## src/rtl/sdsh_pkg.sv

```systemverilog
`default_nettype none
package sdsh_pkg;

	typedef enum logic [5:0] {
		PH_IDLE         = 6'd0,
		PH_IDLE_CLK     = 6'd1,
		PH_C0_FRAME     = 6'd2,
		PH_C0_POLL      = 6'd3,
		PH_C0_POST      = 6'd4,
		PH_C8_FRAME     = 6'd5,
		PH_C8_POLL      = 6'd6,
		PH_C8_R7        = 6'd7,
		PH_C8_POST      = 6'd8,
		PH_C55_FRAME    = 6'd9,
		PH_C55_POLL     = 6'd10,
		PH_C55_POST     = 6'd11,
		PH_C41_FRAME    = 6'd12,
		PH_C41_POLL     = 6'd13,
		PH_C41_POST     = 6'd14,
		PH_GAP_WAIT     = 6'd15,
		PH_C58_FRAME    = 6'd16,
		PH_C58_POLL     = 6'd17,
		PH_C58_OCR      = 6'd18,
		PH_C58_POST     = 6'd19,
		PH_C16_FRAME    = 6'd20,
		PH_C16_POLL     = 6'd21,
		PH_C16_POST     = 6'd22,
		PH_RD_FRAME     = 6'd23,
		PH_RD_POLL      = 6'd24,
		PH_RD_TOKEN     = 6'd25,
		PH_RD_DATA      = 6'd26,
		PH_RD_CRC       = 6'd27,
		PH_WR_FRAME     = 6'd29,
		PH_WR_POLL      = 6'd30,
		PH_WR_TOKEN     = 6'd31,
		PH_WR_DATA      = 6'd32,
		PH_WR_CRC       = 6'd33,
		PH_WR_RESP      = 6'd34,
		PH_WR_BUSY      = 6'd35,
		PH_POST_OK      = 6'd37,
		PH_POST_CMD     = 6'd38,
		PH_POST_NOTOKEN = 6'd39,
		PH_POST_DATAREJ = 6'd40
	} phase_t;

	typedef enum logic [2:0] {
		MD_INIT  = 3'd0,
		MD_READ  = 3'd1,
		MD_WRITE = 3'd2,
		MD_XCHG  = 3'd3,
		MD_TICK  = 3'd4
	} mode_t;

	typedef enum logic [2:0] {
		ST_OK           = 3'd0,
		ST_RESET_BAD    = 3'd1,
		ST_INIT_TIMEOUT = 3'd2,
		ST_BLOCKLEN     = 3'd3,
		ST_CMD_REJ      = 3'd4,
		ST_DATA_REJ     = 3'd5,
		ST_NO_TOKEN     = 3'd6
	} status_t;

	typedef enum logic [2:0] {
		RG_IDLE_CLK  = 3'd0,
		RG_RESP_TO   = 3'd1,
		RG_RETRY_LIM = 3'd2,
		RG_RETRY_GAP = 3'd3,
		RG_TOKEN_WT  = 3'd4,
		RG_BUSY_WT   = 3'd5
	} reg_idx_t;

	localparam logic [23:0] MAX24 = 24'hFFFFFF;
	localparam logic [31:0] CMD8_ARG = 32'h0000_01AA;
	localparam logic [31:0] ACMD41_ARG = 32'h4000_0000;
	localparam logic [7:0] TOKEN_START = 8'hFE;
	localparam logic [7:0] FILL_BYTE = 8'hFF;
	localparam logic [7:0] CMD_MARK = 8'h40;

	function automatic logic is_frame(input phase_t ph);
		return ph == PH_C0_FRAME || ph == PH_C8_FRAME || ph == PH_C55_FRAME ||
			ph == PH_C41_FRAME || ph == PH_C58_FRAME || ph == PH_C16_FRAME ||
			ph == PH_RD_FRAME || ph == PH_WR_FRAME;
	endfunction

	function automatic logic is_poll(input phase_t ph);
		return ph == PH_C0_POLL || ph == PH_C8_POLL || ph == PH_C55_POLL ||
			ph == PH_C41_POLL || ph == PH_C58_POLL || ph == PH_C16_POLL ||
			ph == PH_RD_POLL || ph == PH_WR_POLL;
	endfunction

	function automatic logic cs_high(input phase_t ph);
		return ph == PH_IDLE || ph == PH_GAP_WAIT || ph == PH_IDLE_CLK ||
			ph == PH_C0_POST || ph == PH_C8_POST || ph == PH_C55_POST ||
			ph == PH_C41_POST || ph == PH_C58_POST || ph == PH_C16_POST ||
			ph >= PH_POST_OK;
	endfunction

	function automatic logic exchanging(input phase_t ph);
		return ph != PH_IDLE && ph != PH_GAP_WAIT && ph <= PH_POST_DATAREJ;
	endfunction

	// command index and check byte per frame phase
	function automatic logic [5:0] frame_cmd(input phase_t ph);
		case (ph)
			PH_C0_FRAME:  return 6'd0;
			PH_C8_FRAME:  return 6'd8;
			PH_C55_FRAME: return 6'd55;
			PH_C41_FRAME: return 6'd41;
			PH_C58_FRAME: return 6'd58;
			PH_C16_FRAME: return 6'd16;
			PH_RD_FRAME:  return 6'd17;
			default:      return 6'd24;
		endcase
	endfunction

	function automatic logic [7:0] frame_chk(input phase_t ph);
		case (ph)
			PH_C0_FRAME:  return 8'h95;
			PH_C8_FRAME:  return 8'h87;
			PH_C55_FRAME: return 8'h65;
			PH_C41_FRAME: return 8'h77;
			PH_C58_FRAME: return 8'hFD;
			PH_C16_FRAME: return 8'h15;
			default:      return 8'hFF;
		endcase
	endfunction

	// data commands lead with two fill bytes, init commands with one
	function automatic logic [1:0] frame_gaps(input phase_t ph);
		return (ph == PH_RD_FRAME || ph == PH_WR_FRAME) ? 2'd2 : 2'd1;
	endfunction

endpackage
`default_nettype wire

```

## src/rtl/sd_card_spi_host_engine.sv

```systemverilog
// SD card SPI-mode host sequencer. Each accepted item (start init/read/write,
// exchange done, or 1 ms tick) produces exactly one registered result item;
// a new item can be accepted every cycle while the output register is free
// or being drained. Each result says whether to exchange a byte now (tx_byte,
// select_low) and reports read bytes, completion and status. The user
// must write registers via APB only while idle; the block does not enforce it.
`default_nettype none
module sd_card_spi_host_engine #(
	parameter int BLOCK_BYTES = 512
) (
	input  wire logic        clk,
	input  wire logic        arst_n,
	// slave: [2:0] mode, [34:3] block_number, [42:35] rx_byte, [50:43] write_data
	input  wire logic        s_tvalid,
	output logic             s_tready,
	input  wire logic [55:0] s_tdata,
	// master: [0] tx_valid, [8:1] tx_byte, [9] select_low, [10] data_request,
	// [11] read_valid, [19:12] read_data, [20] done_res, [23:21] status,
	// [24] high_capacity, [25] fast_clock, [26] busy_res
	output logic             m_tvalid,
	input  wire logic        m_tready,
	output logic [31:0]      m_tdata,
	input  wire logic        psel,
	input  wire logic        penable,
	input  wire logic        pwrite,
	input  wire logic [4:0]  paddr,
	input  wire logic [31:0] pwdata,
	output logic [31:0]      prdata,
	output logic             pready
);
	localparam int BIW = $clog2(BLOCK_BYTES) + 1;
	localparam int SH = $clog2(BLOCK_BYTES);
	localparam logic [BIW-1:0] LAST_IDX = BIW'(BLOCK_BYTES - 1);

	// configuration registers
	logic [7:0]  idle_clk_q, resp_to_q, gap_ms_q;
	logic [11:0] retry_lim_q;
	logic [23:0] token_wt_q, busy_wt_q;
	sdsh_pkg::reg_idx_t ridx;

	assign pready = 1'b1;
	assign ridx = sdsh_pkg::reg_idx_t'(paddr[4:2]);

	always_ff @(posedge clk or negedge arst_n) begin
		if (!arst_n) begin
			idle_clk_q <= 8'd20;
			resp_to_q <= 8'd20;
			retry_lim_q <= 12'd2000;
			gap_ms_q <= 8'd2;
			token_wt_q <= 24'd800000;
			busy_wt_q <= sdsh_pkg::MAX24;
		end else if (psel && penable && pwrite) begin
			case (ridx)
				sdsh_pkg::RG_IDLE_CLK:  idle_clk_q <= pwdata[7:0];
				sdsh_pkg::RG_RESP_TO:   resp_to_q <= pwdata[7:0];
				sdsh_pkg::RG_RETRY_LIM: retry_lim_q <= pwdata[11:0];
				sdsh_pkg::RG_RETRY_GAP: gap_ms_q <= pwdata[7:0];
				sdsh_pkg::RG_TOKEN_WT:  token_wt_q <= pwdata[23:0];
				sdsh_pkg::RG_BUSY_WT:   busy_wt_q <= pwdata[23:0];
				default: ;
			endcase
		end
	end

	always_comb begin
		case (ridx)
			sdsh_pkg::RG_IDLE_CLK:  prdata = {24'd0, idle_clk_q};
			sdsh_pkg::RG_RESP_TO:   prdata = {24'd0, resp_to_q};
			sdsh_pkg::RG_RETRY_LIM: prdata = {20'd0, retry_lim_q};
			sdsh_pkg::RG_RETRY_GAP: prdata = {24'd0, gap_ms_q};
			sdsh_pkg::RG_TOKEN_WT:  prdata = {8'd0, token_wt_q};
			sdsh_pkg::RG_BUSY_WT:   prdata = {8'd0, busy_wt_q};
			default:                prdata = 32'd0;
		endcase
	end

	// engine state
	sdsh_pkg::phase_t phase_q, ph_d;
	logic [2:0]  fidx_q, fidx_d;
	logic [31:0] arg_q, arg_d;
	logic [7:0]  r1_q, r1_d, ocr_q, ocr_d;
	logic        blk_q, blk_d, initc_q, initc_d;
	logic [11:0] retry_q, retry_d;
	logic [23:0] wait_q, wait_d;
	logic [7:0]  ms_q, ms_d;
	logic [BIW-1:0] bidx_q, bidx_d;

	logic accept;
	assign s_tready = !m_tvalid || m_tready;
	assign accept = s_tvalid && s_tready;

	sdsh_pkg::mode_t mode;
	logic [31:0] bn;
	logic [7:0]  rx, wd;
	assign mode = sdsh_pkg::mode_t'(s_tdata[2:0]);
	assign bn = s_tdata[34:3];
	assign rx = s_tdata[42:35];
	assign wd = s_tdata[50:43];

	logic issue;
	logic       r_done, r_rv;
	logic [2:0] r_st;
	logic [7:0] r_rd, tx;
	logic       dreq;
	logic [2:0] k;
	logic [1:0] gaps;

	// next-state logic for one item
	always_comb begin
		ph_d = phase_q; fidx_d = fidx_q; arg_d = arg_q; r1_d = r1_q;
		ocr_d = ocr_q; blk_d = blk_q; initc_d = initc_q; retry_d = retry_q;
		wait_d = wait_q; ms_d = ms_q; bidx_d = bidx_q;
		issue = 1'b0; r_done = 1'b0; r_st = sdsh_pkg::ST_OK;
		r_rv = 1'b0; r_rd = 8'd0;
		gaps = sdsh_pkg::frame_gaps(phase_q);
		if ((mode == sdsh_pkg::MD_INIT || mode == sdsh_pkg::MD_READ ||
				mode == sdsh_pkg::MD_WRITE) && phase_q == sdsh_pkg::PH_IDLE) begin
			issue = 1'b1;
			if (mode == sdsh_pkg::MD_INIT) begin
				if (initc_q) begin
					r_done = 1'b1;
				end else if (idle_clk_q == 8'd0) begin
					ph_d = sdsh_pkg::PH_C0_FRAME; fidx_d = 3'd0; arg_d = 32'd0;
				end else begin
					ph_d = sdsh_pkg::PH_IDLE_CLK; bidx_d = '0;
				end
			end else begin
				ph_d = (mode == sdsh_pkg::MD_READ) ? sdsh_pkg::PH_RD_FRAME
					: sdsh_pkg::PH_WR_FRAME;
				fidx_d = 3'd0;
				arg_d = blk_q ? bn : (bn << SH);
			end
		end else if (mode == sdsh_pkg::MD_XCHG && sdsh_pkg::exchanging(phase_q)) begin
			issue = 1'b1;
			if (sdsh_pkg::is_frame(phase_q)) begin
				if ({1'b0, fidx_q} >= {2'b0, gaps} + 4'd5) begin
					ph_d = sdsh_pkg::phase_t'(phase_q + 6'd1); wait_d = '0;
				end else begin
					fidx_d = fidx_q + 3'd1;
				end
			end else if (sdsh_pkg::is_poll(phase_q)) begin
				if (!rx[7] || wait_q > {16'd0, resp_to_q}) begin
					r1_d = rx;
					case (phase_q)
						sdsh_pkg::PH_C0_POLL:  ph_d = sdsh_pkg::PH_C0_POST;
						sdsh_pkg::PH_C8_POLL: begin
							ph_d = sdsh_pkg::PH_C8_R7; bidx_d = '0;
						end
						sdsh_pkg::PH_C55_POLL: ph_d = sdsh_pkg::PH_C55_POST;
						sdsh_pkg::PH_C41_POLL: ph_d = sdsh_pkg::PH_C41_POST;
						sdsh_pkg::PH_C58_POLL: begin
							ph_d = sdsh_pkg::PH_C58_OCR; bidx_d = '0;
						end
						sdsh_pkg::PH_C16_POLL: ph_d = sdsh_pkg::PH_C16_POST;
						sdsh_pkg::PH_RD_POLL: begin
							if (rx != 8'd0) ph_d = sdsh_pkg::PH_POST_CMD;
							else if (token_wt_q == 24'd0) ph_d = sdsh_pkg::PH_POST_NOTOKEN;
							else begin
								ph_d = sdsh_pkg::PH_RD_TOKEN; wait_d = token_wt_q;
							end
						end
						default: ph_d = (rx != 8'd0) ? sdsh_pkg::PH_POST_CMD
							: sdsh_pkg::PH_WR_TOKEN;
					endcase
				end
			end else begin
				case (phase_q)
					sdsh_pkg::PH_IDLE_CLK: begin
						bidx_d = bidx_q + 1'b1;
						if ({{(18-BIW){1'b0}}, bidx_d} >= {10'd0, idle_clk_q}) begin
							ph_d = sdsh_pkg::PH_C0_FRAME; fidx_d = 3'd0; arg_d = 32'd0;
						end
					end
					sdsh_pkg::PH_C0_POST: begin
						if (r1_q == 8'd0 || r1_q == 8'd1) begin
							ph_d = sdsh_pkg::PH_C8_FRAME; fidx_d = 3'd0;
							arg_d = sdsh_pkg::CMD8_ARG;
						end else begin
							ph_d = sdsh_pkg::PH_IDLE; r_done = 1'b1;
							r_st = sdsh_pkg::ST_RESET_BAD;
						end
					end
					sdsh_pkg::PH_C8_R7: begin
						if (bidx_q >= BIW'(3)) ph_d = sdsh_pkg::PH_C8_POST;
						else bidx_d = bidx_q + 1'b1;
					end
					sdsh_pkg::PH_C8_POST: begin
						retry_d = '0;
						ph_d = sdsh_pkg::PH_C55_FRAME; fidx_d = 3'd0; arg_d = 32'd0;
					end
					sdsh_pkg::PH_C55_POST: begin
						ph_d = sdsh_pkg::PH_C41_FRAME; fidx_d = 3'd0;
						arg_d = sdsh_pkg::ACMD41_ARG;
					end
					sdsh_pkg::PH_C41_POST: begin
						if (r1_q == 8'd0) begin
							ph_d = sdsh_pkg::PH_C58_FRAME; fidx_d = 3'd0; arg_d = 32'd0;
						end else if (gap_ms_q == 8'd0) begin
							if (retry_q >= retry_lim_q) begin
								ph_d = sdsh_pkg::PH_IDLE; r_done = 1'b1;
								r_st = sdsh_pkg::ST_INIT_TIMEOUT;
							end else begin
								retry_d = retry_q + 12'd1;
								ph_d = sdsh_pkg::PH_C55_FRAME; fidx_d = 3'd0; arg_d = 32'd0;
							end
						end else begin
							ph_d = sdsh_pkg::PH_GAP_WAIT; ms_d = 8'd0;
						end
					end
					sdsh_pkg::PH_C58_OCR: begin
						if (bidx_q == '0) ocr_d = rx;
						if (bidx_q >= BIW'(3)) ph_d = sdsh_pkg::PH_C58_POST;
						else bidx_d = bidx_q + 1'b1;
					end
					sdsh_pkg::PH_C58_POST: begin
						blk_d = ocr_q[6];
						initc_d = ocr_q[6];
						if (ocr_q[6]) begin
							ph_d = sdsh_pkg::PH_IDLE; r_done = 1'b1;
						end else begin
							ph_d = sdsh_pkg::PH_C16_FRAME; fidx_d = 3'd0;
							arg_d = 32'(BLOCK_BYTES);
						end
					end
					sdsh_pkg::PH_C16_POST: begin
						ph_d = sdsh_pkg::PH_IDLE; r_done = 1'b1;
						if (r1_q == 8'd0) initc_d = 1'b1;
						else r_st = sdsh_pkg::ST_BLOCKLEN;
					end
					sdsh_pkg::PH_RD_TOKEN: begin
						if (rx == sdsh_pkg::TOKEN_START) begin
							ph_d = sdsh_pkg::PH_RD_DATA; bidx_d = '0;
						end else if (wait_q <= 24'd1) begin
							wait_d = '0; ph_d = sdsh_pkg::PH_POST_NOTOKEN;
						end else begin
							wait_d = wait_q - 24'd1;
						end
					end
					sdsh_pkg::PH_RD_DATA: begin
						r_rv = 1'b1; r_rd = rx;
						if (bidx_q >= LAST_IDX) begin
							ph_d = sdsh_pkg::PH_RD_CRC; bidx_d = '0;
						end else bidx_d = bidx_q + 1'b1;
					end
					sdsh_pkg::PH_RD_CRC: begin
						if (bidx_q >= BIW'(1)) ph_d = sdsh_pkg::PH_POST_OK;
						else bidx_d = bidx_q + 1'b1;
					end
					sdsh_pkg::PH_WR_TOKEN: begin
						ph_d = sdsh_pkg::PH_WR_DATA; bidx_d = '0;
					end
					sdsh_pkg::PH_WR_DATA: begin
						if (bidx_q >= LAST_IDX) begin
							ph_d = sdsh_pkg::PH_WR_CRC; bidx_d = '0;
						end else bidx_d = bidx_q + 1'b1;
					end
					sdsh_pkg::PH_WR_CRC: begin
						if (bidx_q >= BIW'(1)) ph_d = sdsh_pkg::PH_WR_RESP;
						else bidx_d = bidx_q + 1'b1;
					end
					sdsh_pkg::PH_WR_RESP: begin
						if (rx[4:0] != 5'h05) ph_d = sdsh_pkg::PH_POST_DATAREJ;
						else if (busy_wt_q == 24'd0) ph_d = sdsh_pkg::PH_POST_OK;
						else begin
							ph_d = sdsh_pkg::PH_WR_BUSY; wait_d = busy_wt_q;
						end
					end
					sdsh_pkg::PH_WR_BUSY: begin
						if (rx == sdsh_pkg::FILL_BYTE || wait_q <= 24'd1) begin
							wait_d = '0; ph_d = sdsh_pkg::PH_POST_OK;
						end else wait_d = wait_q - 24'd1;
					end
					sdsh_pkg::PH_POST_OK: begin
						ph_d = sdsh_pkg::PH_IDLE; r_done = 1'b1;
					end
					sdsh_pkg::PH_POST_CMD: begin
						ph_d = sdsh_pkg::PH_IDLE; r_done = 1'b1; r_st = sdsh_pkg::ST_CMD_REJ;
					end
					sdsh_pkg::PH_POST_NOTOKEN: begin
						ph_d = sdsh_pkg::PH_IDLE; r_done = 1'b1; r_st = sdsh_pkg::ST_NO_TOKEN;
					end
					sdsh_pkg::PH_POST_DATAREJ: begin
						ph_d = sdsh_pkg::PH_IDLE; r_done = 1'b1; r_st = sdsh_pkg::ST_DATA_REJ;
					end
					default: ;
				endcase
			end
		end else if (mode == sdsh_pkg::MD_TICK) begin
			if (sdsh_pkg::is_poll(phase_q)) begin
				if (wait_q < sdsh_pkg::MAX24) wait_d = wait_q + 24'd1;
			end else if (phase_q == sdsh_pkg::PH_GAP_WAIT) begin
				ms_d = ms_q + 8'd1;
				if (ms_d >= gap_ms_q) begin
					issue = 1'b1;
					if (retry_q >= retry_lim_q) begin
						ph_d = sdsh_pkg::PH_IDLE; r_done = 1'b1;
						r_st = sdsh_pkg::ST_INIT_TIMEOUT;
					end else begin
						retry_d = retry_q + 12'd1;
						ph_d = sdsh_pkg::PH_C55_FRAME; fidx_d = 3'd0; arg_d = 32'd0;
					end
				end
			end
		end
	end

	// outgoing byte for the new phase
	logic issue_o;
	logic [1:0] gaps_n;
	always_comb begin
		issue_o = issue && sdsh_pkg::exchanging(ph_d);
		tx = 8'd0;
		dreq = 1'b0;
		gaps_n = sdsh_pkg::frame_gaps(ph_d);
		k = fidx_d - {1'b0, gaps_n};
		if (issue_o) begin
			if (sdsh_pkg::is_frame(ph_d)) begin
				if (fidx_d < {1'b0, gaps_n}) tx = sdsh_pkg::FILL_BYTE;
				else begin
					case (k)
						3'd0: tx = sdsh_pkg::CMD_MARK | {2'b0, sdsh_pkg::frame_cmd(ph_d)};
						3'd1: tx = arg_d[31:24];
						3'd2: tx = arg_d[23:16];
						3'd3: tx = arg_d[15:8];
						3'd4: tx = arg_d[7:0];
						3'd5: tx = sdsh_pkg::frame_chk(ph_d);
						default: tx = sdsh_pkg::FILL_BYTE;
					endcase
				end
			end else if (ph_d == sdsh_pkg::PH_WR_TOKEN) tx = sdsh_pkg::TOKEN_START;
			else if (ph_d == sdsh_pkg::PH_WR_DATA) tx = wd;
			else tx = sdsh_pkg::FILL_BYTE;
			dreq = ph_d == sdsh_pkg::PH_WR_TOKEN ||
				(ph_d == sdsh_pkg::PH_WR_DATA && bidx_d < LAST_IDX);
		end
	end

	// state registers
	always_ff @(posedge clk or negedge arst_n) begin
		if (!arst_n) begin
			phase_q <= sdsh_pkg::PH_IDLE;
			fidx_q <= '0; arg_q <= '0; r1_q <= 8'hFF; ocr_q <= '0;
			blk_q <= 1'b0; initc_q <= 1'b0; retry_q <= '0; wait_q <= '0;
			ms_q <= '0; bidx_q <= '0;
		end else if (accept) begin
			phase_q <= ph_d;
			fidx_q <= fidx_d; arg_q <= arg_d; r1_q <= r1_d; ocr_q <= ocr_d;
			blk_q <= blk_d; initc_q <= initc_d; retry_q <= retry_d; wait_q <= wait_d;
			ms_q <= ms_d; bidx_q <= bidx_d;
		end
	end

	// output register
	always_ff @(posedge clk or negedge arst_n) begin
		if (!arst_n) m_tvalid <= 1'b0;
		else if (accept) m_tvalid <= 1'b1;
		else if (m_tready) m_tvalid <= 1'b0;
	end

	always_ff @(posedge clk) begin
		if (accept) begin
			m_tdata <= {5'd0, ph_d != sdsh_pkg::PH_IDLE, initc_d, blk_d, r_st, r_done,
				r_rd, r_rv, dreq, !sdsh_pkg::cs_high(ph_d), tx, issue_o};
		end
	end

	logic [4:0] unused_hi;
	assign unused_hi = s_tdata[55:51];
	logic unused_ok;
	assign unused_ok = ^{unused_hi, pwdata[31:24]};

`ifndef NO_ASSERTIONS
	// a completed operation always leaves the engine idle
	a_done_idle: assert property (@(posedge clk) disable iff (!arst_n)
		m_tvalid && m_tdata[20] |-> !m_tdata[26])
		else $error("done reported while busy");
	// data request only comes with an exchange
	a_dreq_tx: assert property (@(posedge clk) disable iff (!arst_n)
		m_tvalid && m_tdata[10] |-> m_tdata[0])
		else $error("data request without exchange");
	// a stalled result holds
	a_hold: assert property (@(posedge clk) disable iff (!arst_n)
		m_tvalid && !m_tready |=> m_tvalid && $stable(m_tdata))
		else $error("result changed while stalled");
`endif
endmodule
`default_nettype wire
```

## config.mk

```make
export PLATFORM = sky130hd
export DESIGN_NAME = sd_card_spi_host_engine
export DESIGN_NICKNAME = d
export VERILOG_FILES = /design/src/rtl/sdsh_pkg.sv /design/src/rtl/sd_card_spi_host_engine.sv
export SDC_FILE = /design/constraint.sdc
export NUM_CORES = 1
export LEC_CHECK = 0
export ABC_AREA = 1
export BUFFER_PORTS_ARGS = -buffer_cell sky130_fd_sc_hd__buf_2
export CAP_MARGIN = 20
export CORE_ASPECT_RATIO = 1.75
export CORE_MARGIN = 2
export CORE_UTILIZATION = 50
export CTS_CLUSTER_SIZE = 40
export DETAILED_ROUTE_END_ITERATION = 8
export PLACE_DENSITY = 0.72
export SLEW_MARGIN = 20
export SYNTH_ARGS = -nofsm -noshare
export SYNTH_HDL_FRONTEND = slang
export SYNTH_SLANG_ARGS = --single-unit
```

## constraint.sdc

```tcl
create_clock -name clk -period 5.04 [get_ports clk]
set_clock_uncertainty 0.15 [all_clocks]
set_input_delay 1.008 -clock clk [delete_from_list [all_inputs] [get_ports clk]]
set_output_delay 1.008 -clock clk [all_outputs]
set_load 0.01 [all_outputs]
```

Word level (Yosys, flattened, before mapping). Cells that the tools add are included.

Flip-flop bits (word level): 224. Bits of input ports: 100. Output and inout bits: 67. Word-level logic and storage cells: 420.

Add/sub/neg operators: 9. $lt $le $gt $ge: 15. Equality and inequality tests: 91. Multiplexer cells: 184. Bitwise gates (word level): 5. Reduce and logical (&&, ||, !) cells: 93.

Operators with widths (number): $mux 32 (18); $mux 24 (16); $pmux 32 s6 (1); $mux 6 (27); $pmux 24 s6 (1); $eq 6x5->1 const B (22); $mux 10 (13); $mux 12 (10); $mux 8 (13); $pmux 6 s17 (1); $pmux 8 s6 (2); $eq 6x4->1 const B (14); $pmux 6 s7 (2); $mux 3 (27); $pmux 24 s3 (1); $pmux 10 s6 (1); $eq 6x6->1 const B (9); $logic_not 24->1 (2); $logic_or 1x1->1 (39); $eq 6x3->1 const B (6); $mux 1 (35); $ne 4x4->1 const B (7); $add 24x1->24 const B (1); $gt 24x8->1 (1); other kinds (63) (128).

Longest topological paths before layout. Gate-level depths: netlist of the first run.

Depth after elaboration: 23. Gate-level depth with buffers: 41. Mapped depth without buffers: 40.

Worst setup path after synthesis of the first run. No wires, ideal clock.

Kind: register to register. Start: register phase_q[1]. End: register m_tdata[5], data pin. Library setup time: 257 ps. Data arrival time: 4612 ps. Path slack: 21 ps. Stages on the path, launching flop included: 36. Path buffers: 1. Cells stage by stage: dfrtp_1 inv_1 ha_1 clkbuf_1 nand2_1 a21oi_1 ha_1 inv_1 nand2_1 nand3_1 nor4_1 nand3_1 xor2_1 o21ai_2 nand2_2 nand2_4 nor2_4 inv_2 nor2_2 nand2_1 nand2_1 inv_1 ha_1 fa_1 inv_1 nand2_1 nand2_2 inv_4 nand2_1 inv_2 nand2_1 nand3_1 nor2_1 nand2_1 nor3_1 nor2_1.

Cells in the longest elaborated chain, start to end: 21. Elaborated cells on any way between the ends: 153.

Ends and longest elaborated chain: start, declared (RTL line sd_card_spi_host_engine.sv:78) `sdsh_pkg::phase_t phase_q, ph_d;`; start signal, assigned (RTL line sd_card_spi_host_engine.sv:341) `phase_q <= sdsh_pkg::PH_IDLE;`; start signal, assigned (RTL line sd_card_spi_host_engine.sv:346) `phase_q <= ph_d;`; parallel branches: the longest is 21 deep, another holds $add 2x3->4; end signal, assigned (RTL line sd_card_spi_host_engine.sv:362) `m_tdata <= {5'd0, ph_d != sdsh_pkg::PH_IDLE, initc_d, blk_d, r_st, r_done,`; end, declared (RTL line sd_card_spi_host_engine.sv:22) `output logic [31:0] m_tdata,`.

Several ways; the timed one is not identified. A chain may end at the register's enable or synchronous reset.

Final worst setup path of the first run.
Start: register bidx_q[1]. End: register m_tdata[5], data pin.

Cells in the longest elaborated chain, start to end: 17. Elaborated cells on any way between the ends: 69.

Ends and longest elaborated chain: start, declared (RTL line sd_card_spi_host_engine.sv:86) `logic [BIW-1:0] bidx_q, bidx_d;`; start signal, assigned (RTL line sd_card_spi_host_engine.sv:349) `ms_q <= ms_d; bidx_q <= bidx_d;`; parallel branches: the longest is 17 deep, another holds $add 10x1->10.

Several ways; the timed one is not identified.

==> impl_metrics.toml, run 1 <==
[layout]
nFillCells = 3093
n_antenna_cell = 0
area_delta_synth_final_pct = 25.6
final_cell_area_um2 = 21200
final_core_util_pct = 63.3
fin_nets = 3007
drive_gt1_share_pct = 25.1
finalNonFillerCells = 3325

[critical_path]
critical_path_class = "reg2reg"
worstPathRequired_ns = 5.29
critPathMostFrequentCell = "nand2_2"
cp.arrival_ns = 5.53
crit_path_end_kind = "flop"
start_kind = "flop"
cp_max_fo = 6
critPathMaxStageDelay_ns = 0.43
slowest_stage = "dfrtp_1"

[clock_tree]
htreeDepth = 1
worstSkewPairLatency_ns = 0.58
numCtsBuffers = 23
cts_num_sinks = 218
cts_tree = "built"
clockBufferDepth = 3
cts.clk_slew.worst_paths_ns = 0.06
clockRootBuffer = "clkbuf_16"

[routing]
route.detailed.drc = 0
vias = 18800
ant_nets = 0
via_per_inst = 5.65
routedWlPerCell_um = 19.2
wl_mm = 63.7
firstDrtPassIters = 6
drtIter0Drc = 1091

[timing]
fin_crit_sh_pct = 105
hold_viol_final = 0
hold_slack_ns = 0.344
setup_viol = 9
period_minus_slack_ns = 5.27
clock.fmax_mhz = 190
max_slew_margin_pct = 29.2
slew_viol_final = 0
setup_ws_ns = -0.234
rsz0062_at_grt = "true"
worst_pin_slew_ns = 1.05

[synthesis]
synth_cell_types = 68
ys_seq_elements = 218
synthFlopType = "dfrtp_1"
ys_seq_area_share_pct = 33.5
syn_avg_cell_area_um2 = 6.84
syn_area_um2 = 16900
netlist.area_leader.share_pct = 21.0
synth.largest_area_cell = "dfrtp_1"
async_flop_share_pct = 87.6
syn_inst = 2470
synthTopCellsByArea = "dfrtp_1 21%, nand2_1 14%, dfstp_2 7.6%"
synth_edf_count = 27
yosysWarnings = 0

[outcome]
outcome = "complete, but fails checks"
violations = "setup timing"

[global_route]
grt-ovfl-total = 0
antenna_found_initial = 1
grt_pass1_wl_mm = 99.2
grt_max_degree = 99
grt_usage_pct = 36.2
grt_pass1_vias = 19000

[floorplanning]
core_um2 = 33500
dieArea_um2 = 35300
chipHeight_um = 247
rows = 89
start_util_pct = 50.4
die_w_um = 143
io_pins = 167

[placement]
post-place-cells = 3238
gp_congestion = 0.999
post_dp_cell_area_um2 = 19800
hpwl_mm = 48.1
portBuffers = 137

[pwr]
p_per_area_nw_per_um2 = 530
power.total_mw = 11.2
ir_drop_mv = 0.378
p_leak_nw = 10.4

[worst_hold_path]
hp-class = "reg2reg"

[run]
drv_cap = 0
-- routing by layer --
layer	GRT usage [%]	wire, um	vias to the layer above	part of all wire [%]
li1	-	-	8909	-
met1	35.4	21200	8791	33
met2	66.7	33200	791	52
met3	5.65	3690	307	5.8
met4	27.8	5640	0	8.8
met5	0	0	-	0
-- what timing repair did --
action | 4_1_cts | 5_1_grt
buffers inserted | 42 | 12
pin swaps | 20 | 49
hold buffers | 0 | 0
gates resized for setup | 38 | 65
endpoints found under the setup margin | 8 | 9
-- worst max-delay path, delay by kind of cell (launching register included) --
| family | cells | cell delay [ns] |
|---|---|---|
| xor+xnor | 1 | 0.26 |
| buf+inv | 6 | 0.63 |
| flops | 1 | 0.43 |
| compound gates | 1 | 0.14 |
| fa+ha+maj | 3 | 0.71 |
| simple gates | 27 | 2.79 |
-- per-stage QoR --
step | TNS, ns | worst slack (ns)
6_report | -1.39 | -0.234
2_1_floorplan | 0 | 0.0211
3_5_place_dp | -2.87 | -0.424
5_1_grt | -3.37 | -0.461
4_1_cts | 0 | 0.00259
3_3_place_gp | -1.77 | -0.300
-- layout by cell type (no fill, tap or decap), drive strengths merged, types with 28 or more instances in the layout --
cell type,Yosys,final
nand2,645,645
buf,40,440
inv,332,332
nor2,310,310
o21ai,255,255
dfrtp,142,142
nand3,130,130
a21oi,110,110
ha,53,53
dfstp,49,49
nor3,48,48
xor2,40,40
nand4,37,37
clkbuf,55,36
o22ai,33,33
a31oi,28,28
-- synth_stat cells (34+ instances only) --
library cell / number
clkbuf_1: 55
inv_1: 304
nand3_1: 116
a21oi_1: 107
nand2_1: 620
ha_1: 53
nand4_1: 34
nor3_1: 41
nor2_1: 273
dfstp_2: 49
xor2_1: 40
o21ai_0: 248
dfrtp_1: 142
-- sequential cells by signal (all words and copies together) (netlist names), 10 cells and up --
| name | count |
|---|---|
| m_tdata | 27 |
| retry_q | 12 |
| busy_wt_q | 24 |
| retry_lim_q | 12 |
| bidx_q | 10 |
| arg_q | 32 |
| wait_q | 24 |
| token_wt_q | 24 |
-- final cells by class --
cell class / instances / area (um2) / share of cell area (%)
clock buffer: 35 / 651 / 3.07
clock inverter: 7 / 55.1 / 0.260
inverter: 333 / 1270 / 6.01
multi-input combinational: 1836 / 9920 / 46.8
sequential: 218 / 5650 / 26.7
tap: 455 / 569 / 2.69
timing repair buffer: 441 / 3090 / 14.6
-- path summary, 6_finish.rpt --
kind                                       end  cells past startpoint       from  slack, ns
worst max-delay path                m_tdata[5]                     38  bidx_q[1]      -0.23
worst min-delay path                   r1_q[7]                      2    r1_q[7]       0.34
worst max register to register      m_tdata[5]                     38  bidx_q[1]      -0.23
worst min register to register         r1_q[7]                      2    r1_q[7]       0.34
max in group asynchronous       retry_lim_q[9]                      2     arst_n       3.30
min in group asynchronous           phase_q[4]                      1     arst_n       0.37
-- where the power goes --
| part | internal, mW | switching (mW) | total, mW |
|---|---|---|---|
| logic | 2.64 | 4.14 | 6.78 |
| registers | 2.36 | 0.419 | 2.78 |
| clock network | 0.898 | 0.780 | 1.68 |
| total | 5.90 | 5.34 | 11.2 |
-- kinds of logic (layout without fill, tap and decap cells) --
kind of cell    after synthesis  count (layout)  share of synthesized area [%]
compound gates              530             530                           18.2
xor+xnor                     41              41                           2.13
fa+ha+maj                    54              54                           4.05
buf+inv                     428             816                           10.3
flops                       218             218                           33.5
mux                           8               8                          0.474
other cells                   2              14                         0.0445
simple gates               1189            1189                           31.3
(Power assumes the default switching activity.)
==> run 2: changes to the inputs <==
- CORE_ASPECT_RATIO: 1.75 -> 0.7
==> run 2 against run 1 <==
Against the previous run: the flow now finishes without violations; setup slack better by 0.28 ns; count of clock-buffer cells in the layout is 4 lower; die area hardly changed; design area is 2.5% lower; non-clock buffer count is 87 lower; final cell count is 3.1% lower; sequential cell count stayed put; via count is 1.9% lower.
==> impl_metrics.toml, run 2 (same netlist as run 1, synthesis figures left out) <==
[outcome]
outcome = "finished clean"

[layout]
regMostFlops = "arg_q"
most-common-layout-cells = "602 x nand2_1, 298 x inv_1, 258 x nor2_1"
area_delta_synth_final_pct = 22.4
drive_gt1_share_pct = 23.1
nFillCells = 3063
largest_reg_flops = 32
n_antenna_cell = 0
final_common_cell = "nand2_1"
final_cell_area_um2 = 20700
fin_nets = 2922
top_regs = "arg_q: 32 flops, m_tdata: 27 flops"

[timing]
max_slew_margin_pct = 28.8
hold_slack_ns = 0.337
hold_viol_final = 0
clock.fmax_mhz = 200
slew_viol_final = 0
rsz0062_at_grt = "true"
fin_crit_sh_pct = 99.2
setup_viol = 0
period_minus_slack_ns = 5.00
worst_pin_slew_ns = 1.06

[floorplanning]
core_um2 = 33400
die_w_um = 224
dieArea_um2 = 35300
chipHeight_um = 158
rows = 56
start_util_pct = 50.6
io_pins = 167

[global_route]
antenna_found_initial = 0
grt_usage_pct = 32.8
grt_pass1_vias = 16700
grt-ovfl-total = 0
grt_pass1_wl_mm = 91.3
grt_max_degree = 104

[pwr]
p_per_area_nw_per_um2 = 534
ir_drop_mv = 0.261
p_leak_nw = 9.98

[critical_path]
slowest_stage = "dfrtp_1"
cp_max_fo = 6
r2r-end = "m_tdata[6]"
ff2ff_setup_slack_ns = 0.04
critPathMaxStageDelay_ns = 0.44
worstReg2RegStart = "ms_q[1]"
reg2reg_depth = 28
worstPathRequired_ns = 5.21
critical_path_class = "reg2reg"
crit_path_end_kind = "flop"
start_kind = "flop"
cp.arrival_ns = 5.17

[routing]
route.detailed.drc = 0
drtIter0Drc = 2312
vias = 18400
routedWlPerCell_um = 18.3
wl_mm = 58.9
firstDrtPassIters = 6
via_per_inst = 5.72
ant_nets = 0

[clock_tree]
clockRootBuffer = "clkbuf_16"
clockBufferDepth = 3
cts_num_sinks = 218
cts.clk_slew.worst_paths_ns = 0.07
worstSkewPairLatency_ns = 0.56
cts_tree = "built"
htreeDepth = 1
numCtsBuffers = 25

[worst_hold_path]
min_to = "arg_q[12]"
hold_path_depth = 2
hp-class = "reg2reg"
hp-start = "arg_q[12]"

[placement]
hpwl_mm = 45.7
gp_congestion = 0.980
portBuffers = 137
post_dp_cell_area_um2 = 19200

[run]
drv_cap = 0
run 2: changes by cell type in the layout (fill, tap and decap cells not counted), moves of 4 or more:
cell / before / now
buf_4: 289 / 210
buf_6: 9 / 4
clkbuf_1: 9 / 1
nand2_2: 35 / 31
nor2_2: 26 / 30
nor2_4: 25 / 21
run 2: final cells by class:
type / count / area (um2) / area share (%)
inverters: 333 / 1280 / 6.18
well taps: 435 / 544 / 2.63
clock inverters: 15 / 188 / 0.908
repair buffers: 354 / 2380 / 11.5
flip-flops and latches: 218 / 5650 / 27.4
clock buffers: 31 / 709 / 3.43
multi-input cells: 1836 / 9920 / 48.0
run 2: per-stage QoR:
step | worst slack, ns | utilization (%) | total power, mW | TNS, ns | std cells
finish | 0.0425 | 62.0 | 11.0 | 0 | 3222
CTS | 0.00560 | 60.8 | 10.6 | 0 | 3214
global placement | -0.133 | 57.6 | 8.38 | -0.605 | 3157
floorplan | 0.0211 | - | 6.39 | 0 | 2482
detailed placement | -0.280 | 57.6 | 8.50 | -1.74 | 3157
global route | -0.162 | 62.0 | 11.8 | -0.941 | 3222
run 2: worst max path at each step:
stage / from / end / slack [ns] / cells after the start
2_1_floorplan: phase_q[1] / m_tdata[5] / 0.02 / 35
3_3_place_gp: bidx_q[1] / m_tdata[5] / -0.13 / 41
3_5_place_dp: bidx_q[1] / m_tdata[5] / -0.28 / 41
4_1_cts: ms_q[3] / m_tdata[2] / 0.006 / 34
5_1_grt: ms_q[3] / m_tdata[1] / -0.16 / 32
6_report: ms_q[1] / m_tdata[6] / 0.04 / 28
run 2: worst max-delay path: cells and delay by family, from the launching register on:
kind | cells | cell delay, ns
AOI/OAI and AO/OA | 5 | 0.78
and+or+nand+nor | 12 | 1.56
adders and majority gates | 2 | 0.68
buffers and inverters | 8 | 0.94
DFF | 1 | 0.44
xor gates and xnor gates | 1 | 0.19
run 2: layer usage:
metal / global-route usage [%] / vias to the layer above / routed length [um]
met4: 6.13 / 0 / 1100
met2: 46.8 / 918 / 23700
li1: - / 8742 / -
met1: 49.5 / 8698 / 26900
met5: 0 / - / 0
met3: 8.98 / 81 / 7130
run 2: repair_timing:
action,CTS,global route
gates resized for setup,20,77
pin swaps,15,54
hold buffers,0,0
cloned,0,0
setup endpoints to repair,8,8
setup buffers,11,10
run 2: report_power, final:
| group | switching [mW] | total, mW | internal, mW |
|---|---|---|---|
| clock network | 0.826 | 1.99 | 1.17 |
| registers | 0.419 | 2.78 | 2.36 |
| logic | 3.93 | 6.26 | 2.33 |
| total | 5.17 | 11.0 | 5.86 |
==> run 3: changes to the inputs <==
- PLACE_DENSITY: 0.72 -> 0.8
==> run 3 against run 2 <==
Against the previous run: sequential power up 2%; design area down 2.8%; final cell count is 1.8% lower; via count shrank 0.89%; critical path depth grew 11; largest cell class unchanged; die area stayed put; sequential share of layout area grew 0.79 points; worst hold slack improved by 0.0029 ns; global-route usage rose by 0.31 points; count of clock-buffer cells in the layout is 10 higher; core utilization decreased by 1.7 points.
==> impl_metrics.toml, run 3 (same netlist as run 1, synthesis figures left out) <==
[critical_path]
slowest_stage = "fa_2"
start_kind = "flop"
ff2ff_setup_slack_ns = 0.05
cp_max_fo = 6
crit_path_end_kind = "flop"
critical_path_class = "reg2reg"
critPathMostFrequentCell = "nand2_1"
cp.arrival_ns = 5.15
worstPathRequired_ns = 5.20
critPathMaxStageDelay_ns = 0.38

[routing]
routedWlPerCell_um = 18.8
route.detailed.drc = 0
via_per_inst = 5.78
wl_mm = 59.5
drtIter0Drc = 2223
ant_nets = 0
firstDrtPassIters = 7
vias = 18300

[placement]
portBuffers = 137
hpwl_mm = 45.8
post_dp_cell_area_um2 = 18800
post-place-cells = 3107
gp_congestion = 1.00
place_ws_ns = -0.219

[floorplanning]
chipHeight_um = 158
core_um2 = 33400
rows = 56
start_util_pct = 50.6
io_pins = 167
die_w_um = 224
dieArea_um2 = 35300

[layout]
multiInputGateArea_um2 = 9830
finalNonFillerCells = 3164
final_core_util_pct = 60.2
nFillCells = 3106
final_cell_area_um2 = 20100
fin_nets = 2864
regMostFlops = "arg_q"
seqCellArea_um2 = 5650
area_delta_synth_final_pct = 19.0
n_antenna_cell = 0
final_common_cell = "nand2_1"
drive_gt1_share_pct = 20.7
largest_reg_flops = 32
most-common-layout-cells = "610 x nand2_1, 298 x inv_1, 260 x nor2_1"
top_regs = "arg_q: 32 flops, m_tdata: 27 flops"

[clock_tree]
clockRootBuffer = "clkbuf_16"
htreeDepth = 1
cts.clk_slew.worst_paths_ns = 0.06
clockBufferDepth = 3
worstSkewPairLatency_ns = 0.56
cts_num_sinks = 218
cts_tree = "built"
numCtsBuffers = 25

[timing]
rsz0062_at_grt = "true"
worst_pin_slew_ns = 1.01
fin_tns_setup_ns = 0
setup_ws_ns = 0.0470
hold_slack_ns = 0.340
slew_viol_final = 0
fin_crit_sh_pct = 99.1
setup_viol = 0
period_minus_slack_ns = 4.99
max_slew_margin_pct = 32.4
clock.fmax_mhz = 200
hold_viol_final = 0

[pwr]
p_leak_nw = 9.64
p_per_area_nw_per_um2 = 531
ir_drop_mv = 0.337
power.total_mw = 10.7

[global_route]
grt_pass1_vias = 16800
grt_usage_pct = 33.1
grt_max_degree = 100
grt_pass1_wl_mm = 92.0
antenna_found_initial = 0
grt-ovfl-total = 0

[run]
drv_cap = 0

[outcome]
outcome = "finished clean"

[worst_hold_path]
hp-class = "reg2reg"
-- run 3: changes by cell type in the layout (fill, tap and decap cells not counted), sizes merged --
cell      previous run  this run
clkbuf              32        42
buf                353       295
bufinv               3         1
clkinv               8         4
inv                333       332
clkinvlp             4         1
-- run 3: power by group --
group          internal [mW]  total [mW]  switching (mW)
Clock                   1.09        1.90           0.805
Sequential              2.36        2.84           0.480
Combinational           2.12        5.93            3.81
-- run 3: path summary, 6_finish.rpt --
path,endpoint,startpoint,depth (start not counted)
max reg2reg,m_tdata[2],bidx_q[3],39
min in group asynchronous,phase_q[1],arst_n,1
min,arg_q[12],arg_q[12],2
max,m_tdata[2],bidx_q[3],39
max in group asynchronous,busy_wt_q[2],arst_n,2
min reg2reg,arg_q[12],arg_q[12],2
-- run 3: area by class of cell --
class                           count  area share (%)
Sequential cell                   218            28.1
Clock buffer                       41            3.82
Multi-Input combinational cell   1836            48.9
Timing Repair Buffer              296            9.70
Inverter                          333            6.35
Tap cell                          435            2.71
Clock inverter                      5           0.324
-- run 3: per-layer routing --
metal	track usage [%]	part of all wire [%]	up-vias
li1	-	-	8630
met1	49.1	45	8557
met2	47.0	41	1007
met3	10.7	13	80
met4	6.29	1.8	0
met5	0	0	-
-- run 3: critical path: cells and delay by family (launching register included) --
| family | cells | cell delay, ns |
|---|---|---|
| fa+ha+maj | 3 | 0.76 |
| xor+xnor | 1 | 0.21 |
| buf+inv | 7 | 0.56 |
| simple gates | 27 | 2.56 |
| compound gates | 1 | 0.13 |
| flops | 1 | 0.34 |
-- run 3: what timing repair did --
item                       CTS  global route
setup buffers                7             4
gates resized for setup     18            57
setup endpoints to repair    8             8
pin swaps                   12            35
hold buffers                 0             0
